**src/hw/rtl/bsss_pkg.sv**
```systemverilog
// bsss_pkg: shared widths and defaults for the byte set sort and statistics block
// used by the top level, the port checker and the bench; no dependencies
package bsss_pkg;

   localparam int DEFAULT_MAX_SAMPLES = 32;

   localparam int SAMPLE_W   = 8;
   localparam int SAMPLE_MAX = 255;
   localparam int RANK_W     = 5;
   localparam int SIZE_W     = 6;

   // result word layout, lowest bit up
   localparam int RSP_VALUE_LSB  = 0;
   localparam int RSP_RANK_LSB   = RSP_VALUE_LSB + SAMPLE_W;
   localparam int RSP_MIN_LSB    = RSP_RANK_LSB + RANK_W;
   localparam int RSP_MAX_LSB    = RSP_MIN_LSB + SAMPLE_W;
   localparam int RSP_MEAN_LSB   = RSP_MAX_LSB + SAMPLE_W;
   localparam int RSP_MEDIAN_LSB = RSP_MEAN_LSB + SAMPLE_W;
   localparam int RSP_SIZE_LSB   = RSP_MEDIAN_LSB + SAMPLE_W;
   localparam int RSP_OVF_LSB    = RSP_SIZE_LSB + SIZE_W;
   localparam int RSP_FIELDS_W   = RSP_OVF_LSB + 1;
   localparam int RSP_DATA_W     = ((RSP_FIELDS_W + 7) / 8) * 8;

   localparam int REQ_DATA_W = SAMPLE_W;

endpackage

```
**src/hw/rtl/bsss_div.sv**
```systemverilog
// bsss_div: restoring divider, one quotient bit per cycle, for the set mean
// standalone; started by the top level sequencer, pulses done when the quotient is ready
module bsss_div #(
   parameter int DIVIDEND_W = 14,
   parameter int DIVISOR_W  = 6
) (
   input  logic                  clock,
   input  logic                  reset,
   input  logic                  start,
   input  logic [DIVIDEND_W-1:0] dividend,
   input  logic [DIVISOR_W-1:0]  divisor,
   output logic                  done,
   output logic [DIVIDEND_W-1:0] quotient
);

   localparam int STEP_W = $clog2(DIVIDEND_W + 1);

   logic                  busy_ff, busy_in;
   logic                  done_ff, done_in;
   logic [STEP_W-1:0]     step_ff, step_in;
   logic [DIVISOR_W-1:0]  rem_ff, rem_in;
   logic [DIVIDEND_W-1:0] quo_ff, quo_in;
   logic [DIVISOR_W-1:0]  dvs_ff, dvs_in;
   logic [DIVISOR_W:0]    shifted;
   logic [DIVISOR_W:0]    trial;

   assign shifted = {rem_ff, quo_ff[DIVIDEND_W-1]};
   assign trial   = shifted - {1'b0, dvs_ff};

   always_comb begin
      busy_in = busy_ff;
      done_in = 1'b0;
      step_in = step_ff;
      rem_in  = rem_ff;
      quo_in  = quo_ff;
      dvs_in  = dvs_ff;
      if (start) begin
         busy_in = 1'b1;
         step_in = STEP_W'(DIVIDEND_W);
         rem_in  = '0;
         quo_in  = dividend;
         dvs_in  = divisor;
      end else if (busy_ff) begin
         if (shifted >= {1'b0, dvs_ff}) begin
            rem_in = trial[DIVISOR_W-1:0];
            quo_in = {quo_ff[DIVIDEND_W-2:0], 1'b1};
         end else begin
            rem_in = shifted[DIVISOR_W-1:0];
            quo_in = {quo_ff[DIVIDEND_W-2:0], 1'b0};
         end
         step_in = step_ff - STEP_W'(1);
         if (step_ff == STEP_W'(1)) begin
            busy_in = 1'b0;
            done_in = 1'b1;
         end
      end
   end

   always_ff @(posedge clock) begin
      if (reset) begin
         busy_ff <= 1'b0;
         done_ff <= 1'b0;
         step_ff <= '0;
      end else begin
         busy_ff <= busy_in;
         done_ff <= done_in;
         step_ff <= step_in;
      end
      rem_ff <= rem_in;
      quo_ff <= quo_in;
      dvs_ff <= dvs_in;
   end

   assign done     = done_ff;
   assign quotient = quo_ff;

endmodule

```
**src/hw/rtl/byte_set_sort_and_statistics.sv**
```systemverilog
// byte_set_sort_and_statistics: collects byte samples, insertion-sorts them in place
// in a one-read one-write store and streams them out largest first with set statistics
// depends on bsss_pkg and bsss_div
//
//   channel   dir   handshake              payload
//   req       in    req_tvalid/req_tready  req_tdata = sample, req_tlast = last_sample
//   rsp       out   rsp_tvalid/rsp_tready  rsp_tdata = result fields, rsp_tlast = last_of_run
//
// loading takes one sample per cycle; the block is ready only while loading
// sorting walks the store through its single read port: each key is read and latched,
// each smaller element above the hole shifts down a place, then the key is written
// statistics read the minimum, the maximum and the middle elements, then run the mean divider
// each result is read, then registered once the output is free; a stalled result holds
// the run state clears when the final result is registered, so the next set loads
// while it waits; synchronous reset clears the state, count, drop flag, sum and output valid
module byte_set_sort_and_statistics #(
   parameter int MAX_SAMPLES = bsss_pkg::DEFAULT_MAX_SAMPLES
) (
   input  logic                                clock,
   input  logic                                reset,
   input  logic                                req_tvalid,
   output logic                                req_tready,
   input  logic [bsss_pkg::REQ_DATA_W-1:0]     req_tdata,   // sample[7:0]
   input  logic                                req_tlast,   // last_sample
   output logic                                rsp_tvalid,
   input  logic                                rsp_tready,
   // sorted_value[7:0], rank[12:8], set_minimum[20:13], set_maximum[28:21],
   // set_mean[36:29], set_median[44:37], set_size[50:45], overflowed[51], zero[55:52]
   output logic [bsss_pkg::RSP_DATA_W-1:0]     rsp_tdata,
   output logic                                rsp_tlast    // last_of_run
);

   import bsss_pkg::*;

   localparam int AW = $clog2(MAX_SAMPLES);
   localparam int CW = $clog2(MAX_SAMPLES + 1);
   localparam int SW = $clog2(MAX_SAMPLES * SAMPLE_MAX + 1);

   localparam logic [3:0] ST_LOAD    = 4'd0;
   localparam logic [3:0] ST_KEY_RD  = 4'd1;
   localparam logic [3:0] ST_KEY     = 4'd2;
   localparam logic [3:0] ST_CMP     = 4'd3;
   localparam logic [3:0] ST_PLACE   = 4'd4;
   localparam logic [3:0] ST_MIN     = 4'd5;
   localparam logic [3:0] ST_MAX     = 4'd6;
   localparam logic [3:0] ST_MED_A   = 4'd7;
   localparam logic [3:0] ST_MED_B   = 4'd8;
   localparam logic [3:0] ST_MED_C   = 4'd9;
   localparam logic [3:0] ST_DIV     = 4'd10;
   localparam logic [3:0] ST_EMIT_RD = 4'd11;
   localparam logic [3:0] ST_EMIT_LD = 4'd12;

   logic [3:0]          state_ff, state_in;
   logic [CW-1:0]       count_ff, count_in;
   logic                drop_ff, drop_in;
   logic [SW-1:0]       sum_ff, sum_in;
   logic [AW-1:0]       a_ff, a_in;
   logic [AW-1:0]       b_ff, b_in;
   logic [AW-1:0]       k_ff, k_in;
   logic [SAMPLE_W-1:0] key_ff, key_in;
   logic [SAMPLE_W-1:0] min_ff, min_in;
   logic [SAMPLE_W-1:0] max_ff, max_in;
   logic [SAMPLE_W-1:0] meda_ff, meda_in;
   logic [SAMPLE_W-1:0] median_ff, median_in;
   logic [SAMPLE_W-1:0] mean_ff, mean_in;

   logic                    rsp_valid_ff, rsp_valid_in;
   logic                    rsp_last_ff, rsp_last_in;
   logic [RSP_DATA_W-1:0]   rsp_data_ff, rsp_data_in;

   logic [SAMPLE_W-1:0] sample_store [MAX_SAMPLES];
   logic [SAMPLE_W-1:0] rdata_ff;
   logic                mem_we;
   logic [AW-1:0]       mem_waddr;
   logic [AW-1:0]       mem_raddr;
   logic [SAMPLE_W-1:0] mem_wdata;

   logic                div_start;
   logic                div_done;
   logic [SW-1:0]       div_quotient;

   logic                req_fire;
   logic [CW-1:0]       count_next;
   logic [AW-1:0]       half;
   logic                a_is_end;
   logic                k_is_end;
   logic [SAMPLE_W:0]   mid_sum;

   assign req_tready = (state_ff == ST_LOAD);
   assign req_fire   = req_tvalid && req_tready;
   assign count_next = (count_ff < CW'(MAX_SAMPLES)) ? count_ff + CW'(1) : count_ff;
   assign half       = AW'(count_ff >> 1);
   assign a_is_end   = (CW'(a_ff) + CW'(1)) == count_ff;
   assign k_is_end   = (CW'(k_ff) + CW'(1)) == count_ff;
   assign mid_sum    = {1'b0, meda_ff} + {1'b0, rdata_ff};

   bsss_div #(
      .DIVIDEND_W (SW),
      .DIVISOR_W  (CW)
   ) u_div (
      .clock    (clock),
      .reset    (reset),
      .start    (div_start),
      .dividend (sum_ff),
      .divisor  (count_ff),
      .done     (div_done),
      .quotient (div_quotient)
   );

   always_comb begin
      state_in     = state_ff;
      count_in     = count_ff;
      drop_in      = drop_ff;
      sum_in       = sum_ff;
      a_in         = a_ff;
      b_in         = b_ff;
      k_in         = k_ff;
      key_in       = key_ff;
      min_in       = min_ff;
      max_in       = max_ff;
      meda_in      = meda_ff;
      median_in    = median_ff;
      mean_in      = mean_ff;
      rsp_valid_in = rsp_valid_ff && !rsp_tready;
      rsp_last_in  = rsp_last_ff;
      rsp_data_in  = rsp_data_ff;
      mem_we       = 1'b0;
      mem_waddr    = count_ff[AW-1:0];
      mem_wdata    = req_tdata[SAMPLE_W-1:0];
      mem_raddr    = a_ff;
      div_start    = 1'b0;

      case (state_ff)
         ST_LOAD: begin
            if (req_fire) begin
               if (count_ff < CW'(MAX_SAMPLES)) begin
                  mem_we   = 1'b1;
                  count_in = count_ff + CW'(1);
                  sum_in   = sum_ff + SW'(req_tdata[SAMPLE_W-1:0]);
               end else begin
                  drop_in = 1'b1;
               end
               if (req_tlast) begin
                  a_in = AW'(1);
                  if (count_next == CW'(1)) begin
                     state_in = ST_MIN;
                  end else begin
                     state_in = ST_KEY_RD;
                  end
               end
            end
         end
         ST_KEY_RD: begin
            mem_raddr = a_ff;
            state_in  = ST_KEY;
         end
         ST_KEY: begin
            key_in    = rdata_ff;
            b_in      = a_ff;
            mem_raddr = a_ff - AW'(1);
            state_in  = ST_CMP;
         end
         ST_CMP: begin
            // rdata holds the element just above the hole at b
            mem_we    = 1'b1;
            mem_waddr = b_ff;
            mem_raddr = b_ff - AW'(2);
            if (rdata_ff < key_ff) begin
               mem_wdata = rdata_ff;
               b_in      = b_ff - AW'(1);
               if (b_ff == AW'(1)) begin
                  state_in = ST_PLACE;
               end
            end else begin
               mem_wdata = key_ff;
               a_in      = a_ff + AW'(1);
               state_in  = a_is_end ? ST_MIN : ST_KEY_RD;
            end
         end
         ST_PLACE: begin
            mem_we    = 1'b1;
            mem_waddr = '0;
            mem_wdata = key_ff;
            a_in      = a_ff + AW'(1);
            state_in  = a_is_end ? ST_MIN : ST_KEY_RD;
         end
         ST_MIN: begin
            mem_raddr = AW'(count_ff - CW'(1));
            state_in  = ST_MAX;
         end
         ST_MAX: begin
            min_in    = rdata_ff;
            mem_raddr = '0;
            state_in  = ST_MED_A;
         end
         ST_MED_A: begin
            max_in    = rdata_ff;
            mem_raddr = half;
            state_in  = ST_MED_B;
         end
         ST_MED_B: begin
            meda_in   = rdata_ff;
            mem_raddr = half - AW'(1);
            state_in  = ST_MED_C;
         end
         ST_MED_C: begin
            // odd count: the middle element; even: floor average of the two middles
            if (count_ff[0]) begin
               median_in = meda_ff;
            end else begin
               median_in = mid_sum[SAMPLE_W:1];
            end
            div_start = 1'b1;
            state_in  = ST_DIV;
         end
         ST_DIV: begin
            if (div_done) begin
               mean_in  = div_quotient[SAMPLE_W-1:0];
               k_in     = '0;
               state_in = ST_EMIT_RD;
            end
         end
         ST_EMIT_RD: begin
            mem_raddr = k_ff;
            state_in  = ST_EMIT_LD;
         end
         ST_EMIT_LD: begin
            mem_raddr = k_ff;
            if (!rsp_valid_ff || rsp_tready) begin
               rsp_valid_in = 1'b1;
               rsp_last_in  = k_is_end;
               rsp_data_in  = '0;
               rsp_data_in[RSP_VALUE_LSB +: SAMPLE_W]  = rdata_ff;
               rsp_data_in[RSP_RANK_LSB +: RANK_W]     = RANK_W'(k_ff);
               rsp_data_in[RSP_MIN_LSB +: SAMPLE_W]    = min_ff;
               rsp_data_in[RSP_MAX_LSB +: SAMPLE_W]    = max_ff;
               rsp_data_in[RSP_MEAN_LSB +: SAMPLE_W]   = mean_ff;
               rsp_data_in[RSP_MEDIAN_LSB +: SAMPLE_W] = median_ff;
               rsp_data_in[RSP_SIZE_LSB +: SIZE_W]     = SIZE_W'(count_ff);
               rsp_data_in[RSP_OVF_LSB]                = drop_ff;
               if (k_is_end) begin
                  count_in = '0;
                  drop_in  = 1'b0;
                  sum_in   = '0;
                  state_in = ST_LOAD;
               end else begin
                  k_in     = k_ff + AW'(1);
                  state_in = ST_EMIT_RD;
               end
            end
         end
         default: begin
            state_in = ST_LOAD;
         end
      endcase
   end

   always_ff @(posedge clock) begin
      if (mem_we) begin
         sample_store[mem_waddr] <= mem_wdata;
      end
      rdata_ff <= sample_store[mem_raddr];
   end

   always_ff @(posedge clock) begin
      if (reset) begin
         state_ff     <= ST_LOAD;
         count_ff     <= '0;
         drop_ff      <= 1'b0;
         sum_ff       <= '0;
         rsp_valid_ff <= 1'b0;
      end else begin
         state_ff     <= state_in;
         count_ff     <= count_in;
         drop_ff      <= drop_in;
         sum_ff       <= sum_in;
         rsp_valid_ff <= rsp_valid_in;
      end
      a_ff        <= a_in;
      b_ff        <= b_in;
      k_ff        <= k_in;
      key_ff      <= key_in;
      min_ff      <= min_in;
      max_ff      <= max_in;
      meda_ff     <= meda_in;
      median_ff   <= median_in;
      mean_ff     <= mean_in;
      rsp_last_ff <= rsp_last_in;
      rsp_data_ff <= rsp_data_in;
   end

   assign rsp_tvalid = rsp_valid_ff;
   assign rsp_tdata  = rsp_data_ff;
   assign rsp_tlast  = rsp_last_ff;

endmodule

```
**config.mk**
```make
export PLATFORM = sky130hd
export DESIGN_NAME = byte_set_sort_and_statistics
export DESIGN_NICKNAME = d
export VERILOG_FILES = /design/src/hw/rtl/bsss_pkg.sv /design/src/hw/rtl/bsss_div.sv /design/src/hw/rtl/byte_set_sort_and_statistics.sv
export SDC_FILE = /design/constraint.sdc
export NUM_CORES = 1
export LEC_CHECK = 0
export BUFFER_PORTS_ARGS = -buffer_cell sky130_fd_sc_hd__buf_4
export CAP_MARGIN = 20
export CORE_MARGIN = 3
export CORE_UTILIZATION = 40
export DETAILED_ROUTE_END_ITERATION = 8
export SLEW_MARGIN = 40
export SYNTH_ARGS = -nofsm -noshare
export SYNTH_HDL_FRONTEND = slang
export SYNTH_SLANG_ARGS = --single-unit
```
**constraint.sdc**
```tcl
create_clock -name clock -period 5.2 [get_ports clock]
set_input_delay 0.52 -clock clock [delete_from_list [all_inputs] [get_ports clock]]
set_output_delay 0.52 -clock clock [all_outputs]
set_load 0.02 [all_outputs]
```
Word level (Yosys, flattened, before mapping)
Memory sizes are Yosys's and may differ from the RTL's. A register that Yosys moved wholly into a read port is not among the register bits.
Cells that the tools add are included.
W data, S select, Z words.
{"block": "word_totals", "ramBits": 256, "mem_count": 1, "latchBits": 0, "register_bits": 172, "mem_bits_ro": 0, "inputBits": 13}
{"memory": "sample_store", "depth": 32, "width": 8, "rd": 1, "rd_ports_with_merged_regs": 1, "write_ports": 1, "line_no": "byte_set_sort_and_statistics.sv:71", "rtl": "logic [SAMPLE_W-1:0] sample_store [MAX_SAMPLES];"}
{"block": "classes", "addsub": 14, "n_reduce_logical": 24, "magnitude_cmp": 3, "bitwise": 1, "eq_ne": 28, "mux": 58, "n_div": 0, "mul": 0, "shift": 0}
{"operator": "$mux W13", "count": 6}
{"operator": "$pmux W4 S13", "count": 1}
{"operator": "$mux W4", "count": 9}
{"operator": "$mux W5", "count": 7}
{"operator": "$pmux W5 S7", "count": 1}
{"operator": "$mux W6", "count": 5}
{"operator": "$pmux W5 S2", "count": 3}
{"operator": "$pmux W13 S2", "count": 1}
{"operator": "$eq A4 B4 Y1 const B", "count": 5}
{"operator": "$sub A5 B1 Y5 const B", "count": 4}
{"operator": "$eq A4 B3 Y1 const B", "count": 4}
{"operator": "$mux W1", "count": 16}
{"operator": "$mux W8", "count": 2}
{"operator": "$pmux W8 S2", "count": 1}
{"operator": "$pmux W5 S3", "count": 1}
{"operator": "$reduce_and A5 Y1", "count": 3}
{"operator": "$add A13 B8 Y13", "count": 1}
{"operator": "$add A5 B1 Y6 const B", "count": 2}
{"operator": "$eq A6 B6 Y1", "count": 2}
{"operator": "$ne A2 B2 Y1 const B", "count": 6}
{"operator": "$pmux W6 S2", "count": 1}
{"operator": "$reduce_and A4 Y1", "count": 3}
{"operator": "$add A5 B1 Y5 const B", "count": 2}
{"operator": "$add A8 B8 Y9", "count": 1}
{"operator": "other kinds (25)", "count": 41}

Longest topological paths before layout
Gate-level depths: netlist of the first run.
{"block": "depth", "ltp_word": 7, "ltp_mapped": 15, "mapped_depth_nobuf": 13}

Modules after synthesis
Synthesis of the first run repeated with hierarchy kept, for this count alone.
{"block": "unflattened", "hier_cells": 1386, "hier_area_um2": 19254.7}
{"mod": "byte_set_sort_and_statistics", "cells_each": 1253, "area_each_um2": 17670.7, "instances": 1, "seq_area_each_um2": 11831.3}
{"mod": "bsss_div", "cells_each": 133, "area_each_um2": 1584.0, "instances": 1, "seq_area_each_um2": 810.8}

Worst setup path after synthesis of the first run
OpenSTA, ideal clock, no wires.
{"block": "synth_timing", "path_kind": "register to register", "startpoint": "register state_ff[0]", "endpoint": "register sum_ff[12]", "t_arrival_ps": 4548, "stages_incl_launch_ff": 11, "path_slack_ps": 531, "n_path_buf": 3, "cell_sequence": "dfxtp_1 > buf_2 > nand4bb_1 > clkbuf_1 > nor2_1 > a31oi_1 > a21o_1 > clkbuf_1 > nor4_1 > xnor2_1 > nor2_1"}
{"block": "synth_via", "elab_chain_len": 4, "word_cells_on_any_way": 10, "classes_between": "eq/ne (5); mux (1); reduce/logical (4)"}
{"item": "start, declared", "line_no": "byte_set_sort_and_statistics.sv:53", "rtl": "logic [3:0] state_ff, state_in;"}
{"item": "start signal, assigned", "line_no": "byte_set_sort_and_statistics.sv:273", "rtl": "state_ff <= state_in;"}
{"item": "$logic_not A4 Y1", "line_no": "byte_set_sort_and_statistics.sv:89, byte_set_sort_and_statistics.sv:133"}
{"item": "$logic_and A1 B1 Y1", "line_no": "byte_set_sort_and_statistics.sv:90", "rtl": "assign req_fire = req_tvalid && req_tready;"}
{"item": "$ne A2 B1 Y1 (no source line)"}
{"item": "$reduce_and A5 Y1 (no source line)"}
{"item": "end signal, assigned", "line_no": "byte_set_sort_and_statistics.sv:276", "rtl": "sum_ff <= sum_in;"}
{"item": "end, declared", "line_no": "byte_set_sort_and_statistics.sv:56", "rtl": "logic [SW-1:0] sum_ff, sum_in;"}
Several ways; a longest one is shown, not always the timed one.
A chain may end at the register's enable or synchronous reset.

Final worst setup path of the first run
{"block": "layout_timing", "startpoint": "register state_ff[2]", "endpoint": "register rdata_ff[1], read port of sample_store"}
{"block": "layout_via", "elab_chain_len": 3, "word_cells_on_any_way": 10, "classes_between": "eq/ne (8); mux (1); reduce/logical (1)"}
{"item": "$eq A4 B4 Y1", "line_no": "byte_set_sort_and_statistics.sv:133", "rtl": "case (state_ff)"}
{"item": "$reduce_or A2 Y1 (no source line)"}
{"item": "$pmux W5 S7 (*)", "line_no": "byte_set_sort_and_statistics.sv:133"}
{"item": "end, declared", "line_no": "byte_set_sort_and_statistics.sv:72", "rtl": "logic [SAMPLE_W-1:0] rdata_ff;"}
Mark *: on every way between the ends. The rest lies on a longest branch, timed or not.

==> results.toml, run 1 <==
[logic_synthesis]
synth_warnings = 0
synth-seq-cells = 436
ys.flop_type = "edfxtp_1"
synth_area_leaders = "edfxtp_1 62%, nand2_1 5.5%, dfxtp_1 4.8%, ha_1 2.5%, nor2_1 2.1%"
synth_area_leader_cell = "edfxtp_1"
synthArstFlopShare_pct = 0
synth_cell_types = 80
ys_seq_area_share_pct = 66.7
synth-edff-count = 391
avgSynthCellArea_um2 = 12.5
synth_top_area_share_pct = 62.0
syn_area_um2 = 18900
synthCells = 1512

[timing]
hold_viol_final = 0
max_freq_mhz = 248
tightest_slew_ns = 0.847
holdWs_ns = 0.333
setup_viol = 0
slew_headroom_pct = 43.3
fin_crit_sh_pct = 77.6
slew_violations = 0
clock_skew_ns = 0.0243
rsz0062_at_grt = "false"
tns_ns = 0
timing.final.crit_period_ns = 4.04

[clock_tree]
cts_tree = "yes"
ctsHoldBuffers = 0
clockBufferDepth = 3
clock_sinks = 436
post_cts_buffers = 0
cts_resized = 0
clk_pin_slew_ns = 0.06
root_buffer = "clkbuf_16"
cts_max_level = 2
numCtsBuffers = 45
clk_latency_ns = 0.58

[run]
maxCapViolCount = 0

[critical_path]
cp_slowest_cell = "nor2_2"
cp.required_ns = 5.65
critical_path.cell_chain = "buf_4, or4b_4, clkinv_4, a22oi_2, nand2_1, inv_1, ha_1, a211oi_1, nor3_1, nor2_2, buf_4, a32oi_1, a31oi_1, nor4_2"
max_stage_delay_ns = 0.62
end_kind = "flip-flop"
crit_fanout = 33
worstPathArrival_ns = 4.49
crit_top_cell = "buf_4"
path_class = "flip-flop to flip-flop"
cp-start-kind = "flip-flop"

[floorplanning]
rows = 79
dieArea_um2 = 50000
io_pins = 72
start_util_pct = 40.6
chipHeight_um = 224
die_w_um = 224
core-area_um2 = 46700

[final_layout]
final_cell_mix = "391 x edfxtp_1, 278 x nand2_1, 116 x buf_4, 84 x nor2_1, 78 x nand3_1"
fillers = 4146
fin_area_um2 = 21800
regArea_um2 = 12600
layout-drive-gt1-share_pct = 15.4
multiInputGateArea_um2 = 5860
instances_no_fill = 2234
antenna_cells = 0
fin_nets = 1645
area_growth_pct = 15.3
final_common_cell = "edfxtp_1"

[global_route]
grt_pass1_vias = 12000
grt-ovfl-total = 0
antenna_found_initial = 0
grt_max_degree = 54
grt_pass1_wl_um = 72700
grt_usage_pct = 18.7

[place]
gp_congestion = 0.889
numPortBuffers = 67
dp.cells = 2151
placed_cell_area_um2 = 20300
dp_hpwl_um = 31600

[drt]
viasPerCell = 5.58
vias = 12500
dr.first_iter.drc_count = 1086
avgRoutedWirePerCell_um = 21.3
wl_met1_um = 21600
wl_um = 47600
dr.pass1.iters = 5
route.met3.wl_um = 3690
ant_nets = 0
highest_layer = "met4"
drc = 0
met2_length_um = 21100

[power]
ir_drop_mv = 0.273
powerDensity_nw_per_um2 = 552
p_leak_nw = 7.59

[status]
status = "finished, final reports clean"

[hold_path]
holdCritPathClass = "input pin to flip-flop"
[worst max-delay path: cells and delay by family (launching register included)]
kind | cells | cell delay, ns
compound gates | 4 | 0.98
fa+ha+maj | 1 | 0.24
buf+inv | 4 | 0.83
flops | 1 | 0.30
simple gates | 5 | 1.57
[state kept, by name, indices dropped and copies added, names as in the netlist, 5 cells and up]
| register | flops |
|---|---|
| sum_ff | 13 |
| u_div.dvs_ff | 6 |
| k_ff | 5 |
| a_ff | 5 |
| sample_store | 256 |
| count_ff | 6 |
| key_ff | 8 |
| median_ff | 8 |
| min_ff | 8 |
| b_ff | 5 |
| rsp_tdata | 52 |
| rdata_ff | 8 |
| mean_ff | 8 |
| u_div.rem_ff | 6 |
| u_div.quotient | 13 |
| max_ff | 8 |
| meda_ff | 8 |
[cells by family (layout without fill, tap and decap cells)]
kind of cell / count (synthesis) / in the layout / synth area share [%]
AOI/OAI and AO/OA: 253 / 253 / 9.46
xor gates and xnor gates: 47 / 47 / 2.17
adders and majority gates: 41 / 41 / 2.83
buffers and inverters: 132 / 244 / 3.24
DFF: 436 / 436 / 66.7
muxes: 34 / 34 / 1.80
other: 1 / 4 / 0.0198
and+or+nand+nor: 568 / 568 / 13.8
[synth_stat cells, types with 9 or more instances]
library cell,number
nand2b_1,13
a211oi_1,11
nor3_1,20
inv_1,43
xor2_1,18
buf_2,33
nor2_1,106
xnor2_1,29
a32oi_1,40
nand3_1,78
o21ai_0,28
clkbuf_1,35
ha_1,38
nand2_1,278
mux2i_1,34
dfxtp_1,45
a31oi_1,35
a221oi_1,11
and2_1,13
a21oi_1,55
buf_4,9
edfxtp_1,391
[per-stage QoR]
step / worst slack (ns) / util, % / power, mW
floorplan: 0.531 / - / 7.35
global placement: 1.33 / 43.4 / 8.65
detailed placement: 1.23 / 43.4 / 8.72
CTS: 1.19 / 46.7 / 12.1
global route: 1.00 / 46.8 / 12.6
finish: 1.16 / 46.8 / 12.1
[report_power, final]
| part | switching, mW | total [mW] | leakage, nW | internal, mW |
|---|---|---|---|---|
| clock network | 1.37 | 3.33 | 0.754 | 1.96 |
| registers | 0.207 | 4.56 | 3.91 | 4.35 |
| logic | 2.83 | 4.17 | 2.93 | 1.34 |
| total | 4.41 | 12.1 | 7.59 | 7.65 |
[path summary, 6_finish.rpt]
check,start,endpoint,slack (ns),depth (start not counted)
worst max-delay path,state_ff[2],rdata_ff[1],1.16,14
worst min-delay path,reset,count_ff[4],0.33,2
worst max register to register,state_ff[2],rdata_ff[1],1.16,14
worst min register to register,min_ff[3],rsp_tdata[16],0.41,0
[layer usage]
layer	vias up	GRT usage, %
li1	5745	-
met1	6119	27.1
met2	516	28.3
met3	80	4.40
met4	0	5.47
met5	-	0
[area by class of cell]
| cell class | instances | share of cell area [%] |
|---|---|---|
| flip-flops and latches | 436 | 57.9 |
| multi-input cells | 947 | 26.8 |
| clock buffers | 53 | 5.48 |
| repair buffers | 116 | 3.99 |
| well taps | 607 | 3.48 |
| clock inverters | 30 | 1.57 |
| inverters | 45 | 0.796 |
(Power assumes the default switching activity.)
==> run 2: changes to the inputs <==
==> constraint.sdc (replaced) <==
create_clock -name clock -period 3.3 [get_ports clock]
set_input_delay 0.33 -clock clock [delete_from_list [all_inputs] [get_ports clock]]
set_output_delay 0.33 -clock clock [all_outputs]
set_load 0.02 [all_outputs]
==> results.toml, run 2 (synthesized netlist as in run 1, its figures left out) <==
[status]
status = "finished, final reports clean"

[clock_tree]
numCtsBuffers = 46
root_buffer = "clkbuf_16"
cts_max_level = 2
clk_latency_ns = 0.59
cts_tree = "yes"
clock_sinks = 436
clockBufferDepth = 3
ctsHoldBuffers = 0
clk_pin_slew_ns = 0.06

[final_layout]
final_cell_mix = "391 x edfxtp_1, 277 x nand2_1, 160 x buf_4, 100 x nor2_1, 78 x nand3_1"
fillers = 4130
layout-drive-gt1-share_pct = 17.9
largest_reg_flops = 256
top_register = "sample_store"
final_common_cell = "edfxtp_1"
area_growth_pct = 18.2
fin_nets = 1699
antenna_cells = 0

[critical_path]
reg2reg_depth = 13
critical_path.cell_chain = "or4b_4, nand3_2, nand2_1, inv_2, ha_4, o31ai_1, o32a_1, nand3_2, nor2_2, buf_12, a32oi_4, a31oi_4, nor4_4"
end_kind = "flip-flop"
cp-start-kind = "flip-flop"
cp_slowest_cell = "or4b_4"
crit_fanout = 30
path_class = "flip-flop to flip-flop"
cp.required_ns = 3.78
max_stage_delay_ns = 0.61
crit_top_cell = "nand3_2"
worstPathArrival_ns = 3.66
worst-path-buf-inv = 2
cp.depth = 13
crit_family = "simple AND/OR/NAND/NOR gates"

[drt]
dr.pass1.iters = 7
avgRoutedWirePerCell_um = 20.6
dr.first_iter.drc_count = 1155
ant_nets = 0
vias = 12600
wl_um = 47300
drc = 0
viasPerCell = 5.51

[global_route]
grt_pass1_vias = 12200
grt_usage_pct = 18.8
grt_max_degree = 54
grt_pass1_wl_um = 72900
grt-ovfl-total = 0
antenna_found_initial = 0

[floorplanning]
start_util_pct = 40.6
core-area_um2 = 46700
dieArea_um2 = 50000
chipHeight_um = 224
die_w_um = 224
io_pins = 72
rows = 79

[timing]
timing.final.crit_period_ns = 3.19
rsz0062_at_grt = "false"
slew_headroom_pct = 50.5
fin_crit_sh_pct = 96.6
max_freq_mhz = 314
tightest_slew_ns = 0.737
hold_viol_final = 0
holdWs_ns = 0.120
clock_skew_ns = 0.0298
tns_ns = 0
setup_viol = 0
slew_violations = 0

[power]
powerDensity_nw_per_um2 = 869
p_leak_nw = 7.88
ir_drop_mv = 0.506

[place]
dp_hpwl_um = 31300
numPortBuffers = 67
gp_congestion = 0.901

[hold_path]
holdCritPathClass = "input pin to flip-flop"
hold_depth = 2

[run]
maxCapViolCount = 0
## run 2: metal layers
metal	track usage, %	share of wire [%]
met3	3.64	7.1
met4	5.70	2.7
met2	30.4	46
met5	0	0
met1	26.0	44
## run 2: worst register-to-register path, cell delays in order, from the launching register on
cell and delay [ns]:
dfxtp_1 0.34, or4b_4 0.61, nand3_2 0.14, nand2_1 0.11, inv_2 0.09, ha_4 0.15
o31ai_1 0.10, o32a_1 0.40, nand3_2 0.11, nor2_2 0.05, buf_12 0.17, a32oi_4 0.38
a31oi_4 0.15, nor4_4 0.27
## run 2: path summary, 6_finish.rpt
kind / from / end / slack (ns)
setup / recovery: state_ff[1] / rdata_ff[3] / 0.11
hold / removal: reset / u_div.busy_ff / 0.12
setup reg to reg: state_ff[1] / rdata_ff[3] / 0.11
hold reg to reg: min_ff[2] / rsp_tdata[15] / 0.41
## run 2: report_power, final
| group | internal [mW] | switching (mW) |
|---|---|---|
| Clock | 3.00 | 2.15 |
| Combinational | 2.52 | 4.67 |
| Sequential | 6.86 | 0.258 |
## run 2: repair_timing
action / in CTS / in global routing
setup buffers: 0 / 3
gates resized for setup: 2 / 22
pin swaps: 0 / 5
setup endpoints to repair: 8 / 8
## run 2: layout make-up
class | instances | area, um2 | area share (%)
inverter | 45 | 174 | 0.777
clock buffer | 63 | 1260 | 5.61
sequential | 436 | 12600 | 56.5
tap | 607 | 759 | 3.39
clock inverter | 22 | 241 | 1.08
multi-input combinational | 947 | 5930 | 26.5
timing repair buffer | 169 | 1380 | 6.17
## run 2: per-stage QoR
stage	std cells	worst slack [ns]	cell area (um2)	total power, mW	utilization, %
2_1_floorplan	1515	0.149	19000	11.6	-
3_3_place_gp	2202	-0.0955	20700	14.1	44.4
3_5_place_dp	2202	-0.207	20700	14.1	44.4
4_1_cts	2287	0.0290	22200	19.3	47.7
5_1_grt	2289	0.00192	22400	20.4	48.0
6_report	2289	0.112	22400	19.5	48.0
